==> config.mk <==
export PLATFORM = sky130hd
export DESIGN_NAME = vea_sqrt
export DESIGN_NICKNAME = d
export VERILOG_FILES = /design/src/hdl/vea_pkg.sv /design/src/hdl/vea_sqrt.sv
export SDC_FILE = /design/constraint.sdc
export NUM_CORES = 2
export LEC_CHECK = 0
export BUFFER_PORTS_ARGS = -buffer_cell sky130_fd_sc_hd__buf_2
export CAP_MARGIN = 15
export CORE_AREA = 3 3 466 468
export CTS_CLUSTER_SIZE = 14
export DETAILED_ROUTE_END_ITERATION = 7
export DIE_AREA = 0 0 469 471
export PLACE_DENSITY = 0.74
export SLEW_MARGIN = 25
export SYNTH_ARGS = -nofsm -noshare
export SYNTH_HDL_FRONTEND = slang
export SYNTH_MEMORY_MAX_BITS = 65536
export SYNTH_SLANG_ARGS = --single-unit
==> constraint.sdc <==
create_clock -name aclk -period 9 [get_ports aclk]
set_input_delay 1.8 -clock aclk [delete_from_list [all_inputs] [get_ports aclk]]
set_output_delay 1.8 -clock aclk [all_outputs]
set_load 0.02 [all_outputs]
==> src/hdl/vea_pkg.sv <==
// Shared constants and sideband types for the endpoint-along-direction pipeline.
// Used by vea_sqrt, vea_div, vea_checker and the top level; depends on nothing.
package vea_pkg;

    localparam int COORD_W = 32;               // Q16.16 coordinate
    localparam int AXES    = 3;
    localparam int MAG_W   = 32;               // |target - origin| per axis, |travel|
    localparam int SQ_W    = 2 * MAG_W;        // one squared component
    localparam int SUM_W   = SQ_W + 2;         // sum of three squares
    localparam int ROOT_W  = SUM_W / 2;        // floor square root
    localparam int PROD_W  = 2 * MAG_W;        // |d| * |travel|
    localparam int QUO_W   = PROD_W;           // rounded quotient
    localparam int WIDE_W  = QUO_W + 2;        // signed endpoint before clipping

    localparam int IN_FIELDS = 7;
    localparam int S_DATA_W  = IN_FIELDS * COORD_W;
    localparam int M_DATA_W  = AXES * COORD_W;
    localparam int M_USER_W  = 2;

    localparam int USER_ZERO = 0;              // tuser bit: zero-length direction
    localparam int USER_SAT  = 1;              // tuser bit: some coordinate clipped

    localparam logic signed [COORD_W-1:0] COORD_MAX = {1'b0, {(COORD_W-1){1'b1}}};
    localparam logic signed [COORD_W-1:0] COORD_MIN = {1'b1, {(COORD_W-1){1'b0}}};

    typedef struct packed {
        logic [AXES-1:0][PROD_W-1:0]  prod;
        logic [AXES-1:0][COORD_W-1:0] org;
        logic [AXES-1:0]              neg;
        logic                         zero;
    } sqrt_side_t;

    typedef struct packed {
        logic [AXES-1:0][COORD_W-1:0] org;
        logic [AXES-1:0]              neg;
        logic                         zero;
    } div_side_t;

endpackage

==> src/hdl/vea_sqrt.sv <==
// Pipelined floor square root, one result bit per register stage.
// Uses vea_pkg widths; sideband data rides along with each item.
module vea_sqrt #(
    parameter int SIDE_W = 1
) (
    input  logic                       aclk,
    input  logic                       aresetn,
    input  logic                       en,
    input  logic                       in_valid,
    input  logic [vea_pkg::SUM_W-1:0]  in_rad,
    input  logic [SIDE_W-1:0]          in_side,
    output logic                       out_valid,
    output logic [vea_pkg::ROOT_W-1:0] out_root,
    output logic [SIDE_W-1:0]          out_side
);

    localparam int STEPS = vea_pkg::ROOT_W;
    localparam int REM_W = vea_pkg::ROOT_W + 2;
    localparam int RAD_W = vea_pkg::SUM_W;

    logic              valid_in [0:STEPS];
    logic [RAD_W-1:0]  rad_in   [0:STEPS];
    logic [REM_W-1:0]  rem_in   [0:STEPS];
    logic [STEPS-1:0]  root_in  [0:STEPS];
    logic [SIDE_W-1:0] side_in  [0:STEPS];

    logic              valid_reg [0:STEPS-1];
    logic [RAD_W-1:0]  rad_reg   [0:STEPS-1];
    logic [REM_W-1:0]  rem_reg   [0:STEPS-1];
    logic [STEPS-1:0]  root_reg  [0:STEPS-1];
    logic [SIDE_W-1:0] side_reg  [0:STEPS-1];

    assign valid_in[0] = in_valid;
    assign rad_in[0]   = in_rad;
    assign rem_in[0]   = '0;
    assign root_in[0]  = '0;
    assign side_in[0]  = in_side;

    genvar j;
    generate
        for (j = 0; j < STEPS; j++) begin : g_step
            logic [REM_W+1:0] rem_try;
            logic [REM_W+1:0] trial;
            logic [REM_W+1:0] rem_diff;
            logic             ge;

            assign rem_try  = {rem_in[j], rad_in[j][RAD_W-1 -: 2]};
            assign trial    = {2'b00, root_in[j], 2'b01};
            assign ge       = rem_try >= trial;
            assign rem_diff = rem_try - trial;

            always_ff @(posedge aclk) begin
                if (!aresetn) begin
                    valid_reg[j] <= 1'b0;
                end else if (en) begin
                    valid_reg[j] <= valid_in[j];
                end
            end

            always_ff @(posedge aclk) begin
                if (en) begin
                    rad_reg[j]  <= {rad_in[j][RAD_W-3:0], 2'b00};
                    rem_reg[j]  <= ge ? rem_diff[REM_W-1:0] : rem_try[REM_W-1:0];
                    root_reg[j] <= {root_in[j][STEPS-2:0], ge};
                    side_reg[j] <= side_in[j];
                end
            end

            assign valid_in[j+1] = valid_reg[j];
            assign rad_in[j+1]   = rad_reg[j];
            assign rem_in[j+1]   = rem_reg[j];
            assign root_in[j+1]  = root_reg[j];
            assign side_in[j+1]  = side_reg[j];
        end
    endgenerate

    assign out_valid = valid_in[STEPS];
    assign out_root  = root_in[STEPS];
    assign out_side  = side_in[STEPS];

endmodule

==> results.tsv <==
stage	metric	value	unit
run_status	status	complete, but fails checks	
run_status	failing checks	design-rule violations	
drt	drt total wl	269100	µm
clocking	CTS tree	yes	
clocking	CTS Sinks	2750	
logic_synthesis	ys async rst share	0	%
logic_synthesis	Area contributors post-synth	edfxtp_1 64%, ha_1 5.8%, xor2_1 3.3%	
placement	Final Wtd Congestion	0.9884	
timing	Fmax	234.8	MHz
logic_synthesis	Cells after Synth	9950	
floorplan	core area	214000	µm²
critical_path	crit path kind	register to register	
finish	Finished Layout Cells	13280	
power_and_ir_drop	Leakage	53.97	nW
logic_synthesis	Ys Warns	0	
floorplan	FP Rows	170	
timing	Slew Viols, Final	0	
run	maxcap violations	0	
critical_path	critical path startpoint category	register	
logic_synthesis	synth cell count leaders	2,749 x edfxtp_1, 758 x inv_1, 749 x nand2_1, 596 x ha_1, 588 x o21ai_0	
power_and_ir_drop	Peak VDD IR	0.2063	mV
critical_path	worst path required time	9.63	ns
clocking	CTS hold repair buffers	0	
global_route	pin count of the biggest net entering global routing	212	
clocking	post-cts sizing count	0	
placement	number of cells in the design after placement	12755	
finish	post-layout util	66.21	%
drt	drt via density	5.862	
timing	final setup margin	4.741	ns
critical_path	CP Capture Type	register	
floorplan	Initial Util	59.83	%
timing	RSZ-0062 raised after global routing	false	
timing	Setup TNS Final	0	ns
drt	post-route ant nets	0	
clocking	Clock Path Buffers	4	
logic_synthesis	number of synthesized flops with an enable pin	2749	
clocking	H-tree levels	5	
timing	Tcrit/Tclk final	47.32	%
timing	Setup Skew	0.08973	ns
drt	DR pass1 iterations	8	
placement	placed wire-length estimate	191700	µm
critical_path	worst-path maximum fanout	37	
clocking	clock root buffer	clkbuf_16	
logic_synthesis	post-synthesis cell area	128000	µm²
floorplan	I/O pin count	106	
critical_path	CP max stage cell	a2111oi_1	
hold_path	Hold/Removal Path Class	register to register	
clocking	clock slew at reported path FFs	0.06	ns
clocking	Inserted Clock Buffers	303	
timing	final setup violation count	0	
logic_synthesis	syn nets	10617	
drt	First DRT Iteration DRCs	6452	
placement	Place WS	4.602	ns
logic_synthesis	Syn Area/Cell	12.87	µm²
finish	max reg flops	1067	
placement	# port buffers	105	
global_route	number of global-route vias before repair	76848	
clocking	Skew-Pair Late Insertion Delay	0.96	ns
logic_synthesis	Synth top area share	64.48	%
logic_synthesis	most common cell in the synthesized netlist	edfxtp_1	
power_and_ir_drop	Power Density	258.4	nW/µm²
drt	number of remaining DRC errors	16	
logic_synthesis	library cells used by synthesis	100	
critical_path	crit path cell chain	ha_1 -> or3_1 -> o22ai_1 -> o211ai_1 -> a2111oi_1 -> o41ai_1 -> a31oi_1 -> inv_2 -> mux2_2	
logic_synthesis	Synth area leader	edfxtp_1	
floorplan	die height	471	µm
finish	Layout area overhead	10.65	%
timing	Worst Tran Pin Value	1.063	ns
logic_synthesis	Post-synth top flop	edfxtp_1	
drt	DR WL/cell	20.26	µm
floorplan	Chip Width	469	µm
logic_synthesis	#FFs+latches synth	2750	
timing	final worst path period need	4.259	ns
global_route	first-pass GRT wire length	419800	µm
power_and_ir_drop	total power	36.61	mW
critical_path	CP Data Arrival Time	4.88	ns
floorplan	die area	220900	µm²
finish	Layout Nets	10891	
global_route	initial antenna violation count	2	
logic_synthesis	sequential area share after synthesis	64.49	%
finish	share of layout cells above drive strength 1	7.127	%
timing	normalized max-slew margin	29.13	%
timing	final hold viol count	0	
global_route	All-Layer GR Usage	24.12	%
critical_path	Worst path max stage delay	0.83	ns
clocking	Post-CTS Setup Bufs	0	
drt	via count	77843	
global_route	GR Overflow Total	0	
## path summary, 6_finish.rpt
check / depth (start not counted) / slack, ns / startpoint / to
worst max-delay path: 9 / 4.74 / rem_reg[0][665]$_DFFE_PP_ / rem_reg[0][711]$_DFFE_PP_
worst min register to register: 0 / 0.39 / rad_reg[0][1014]$_DFFE_PP_ / rad_reg[0][1080]$_DFFE_PP_
worst min-delay path: 0 / 0.39 / rad_reg[0][1014]$_DFFE_PP_ / rad_reg[0][1080]$_DFFE_PP_
worst max register to register: 9 / 4.74 / rem_reg[0][665]$_DFFE_PP_ / rem_reg[0][711]$_DFFE_PP_
## routing by layer
layer | global-route usage [%] | vias to the layer above | share of wire, %
met3 | 3.757 | 628 | 5.2
met4 | 11.12 | 2 | 4.8
met1 | 30.38 | 37379 | 41
met2 | 41.05 | 2372 | 50
met5 | 0 | - | 0.0041
li1 | - | 37462 | -
## cell families after synthesis
group                      synth area share (%)
AOI/OAI and AO/OA                         9.792
xor gates and xnor gates                  6.163
adders and majority gates                 5.824
buffers and inverters                     2.855
DFF                                       64.49
muxes                                    0.5277
other                                  0.002929
and+or+nand+nor                           10.34
## metrics by stage
stage / instance area [µm²] / hold slack, ns
floorplan: 128000 / 0.4003
global placement: 132100 / 0.4003
detailed placement: 132100 / 0.4045
CTS: 141600 / 0.3808
global route: 141700 / 0.3872
finish: 141700 / 0.3867
## placed cells by master, fill, tap and decap left out, drive strengths merged, types with 112 or more instances in the layout
cell and instances:
or3 114, xnor2 418, nand2 749, buf 175, nor2 551, clkbuf 372
inv 767, nor3 296, nand4 112, nand2b 127, edfxtp 2749, a21oi 564
nor4 127, a21o 258, nand3 166, o21ai 592, xor2 482, ha 596
## critical path, delay by kind of cell (launching register included)
kind            cells  cell delay, ns
mux                 1            0.40
simple gates        1            0.38
compound gates      5            2.14
flops               1            0.39
fa+ha+maj           1            0.27
buf+inv             1            0.42
## layout make-up
type | count | area (µm²)
Fill cell | 15211 | 72310
Clock inverter | 148 | 1585
Tap cell | 2838 | 3551
Antenna cell | 3 | 7.507
Clock buffer | 372 | 7884
Inverter | 761 | 2856
Multi-Input combinational cell | 6233 | 41980
Timing Repair Buffer | 175 | 1244
Sequential cell | 2750 | 82570
## power by group
part           internal (mW)  switching (mW)  leakage, nW  total, mW
clock network           7.05            4.82         4.60       11.9
logic                   2.98            4.49         22.9       7.47
registers               16.2            1.10         26.5       17.3
Power figures use the tool's default switching activity.
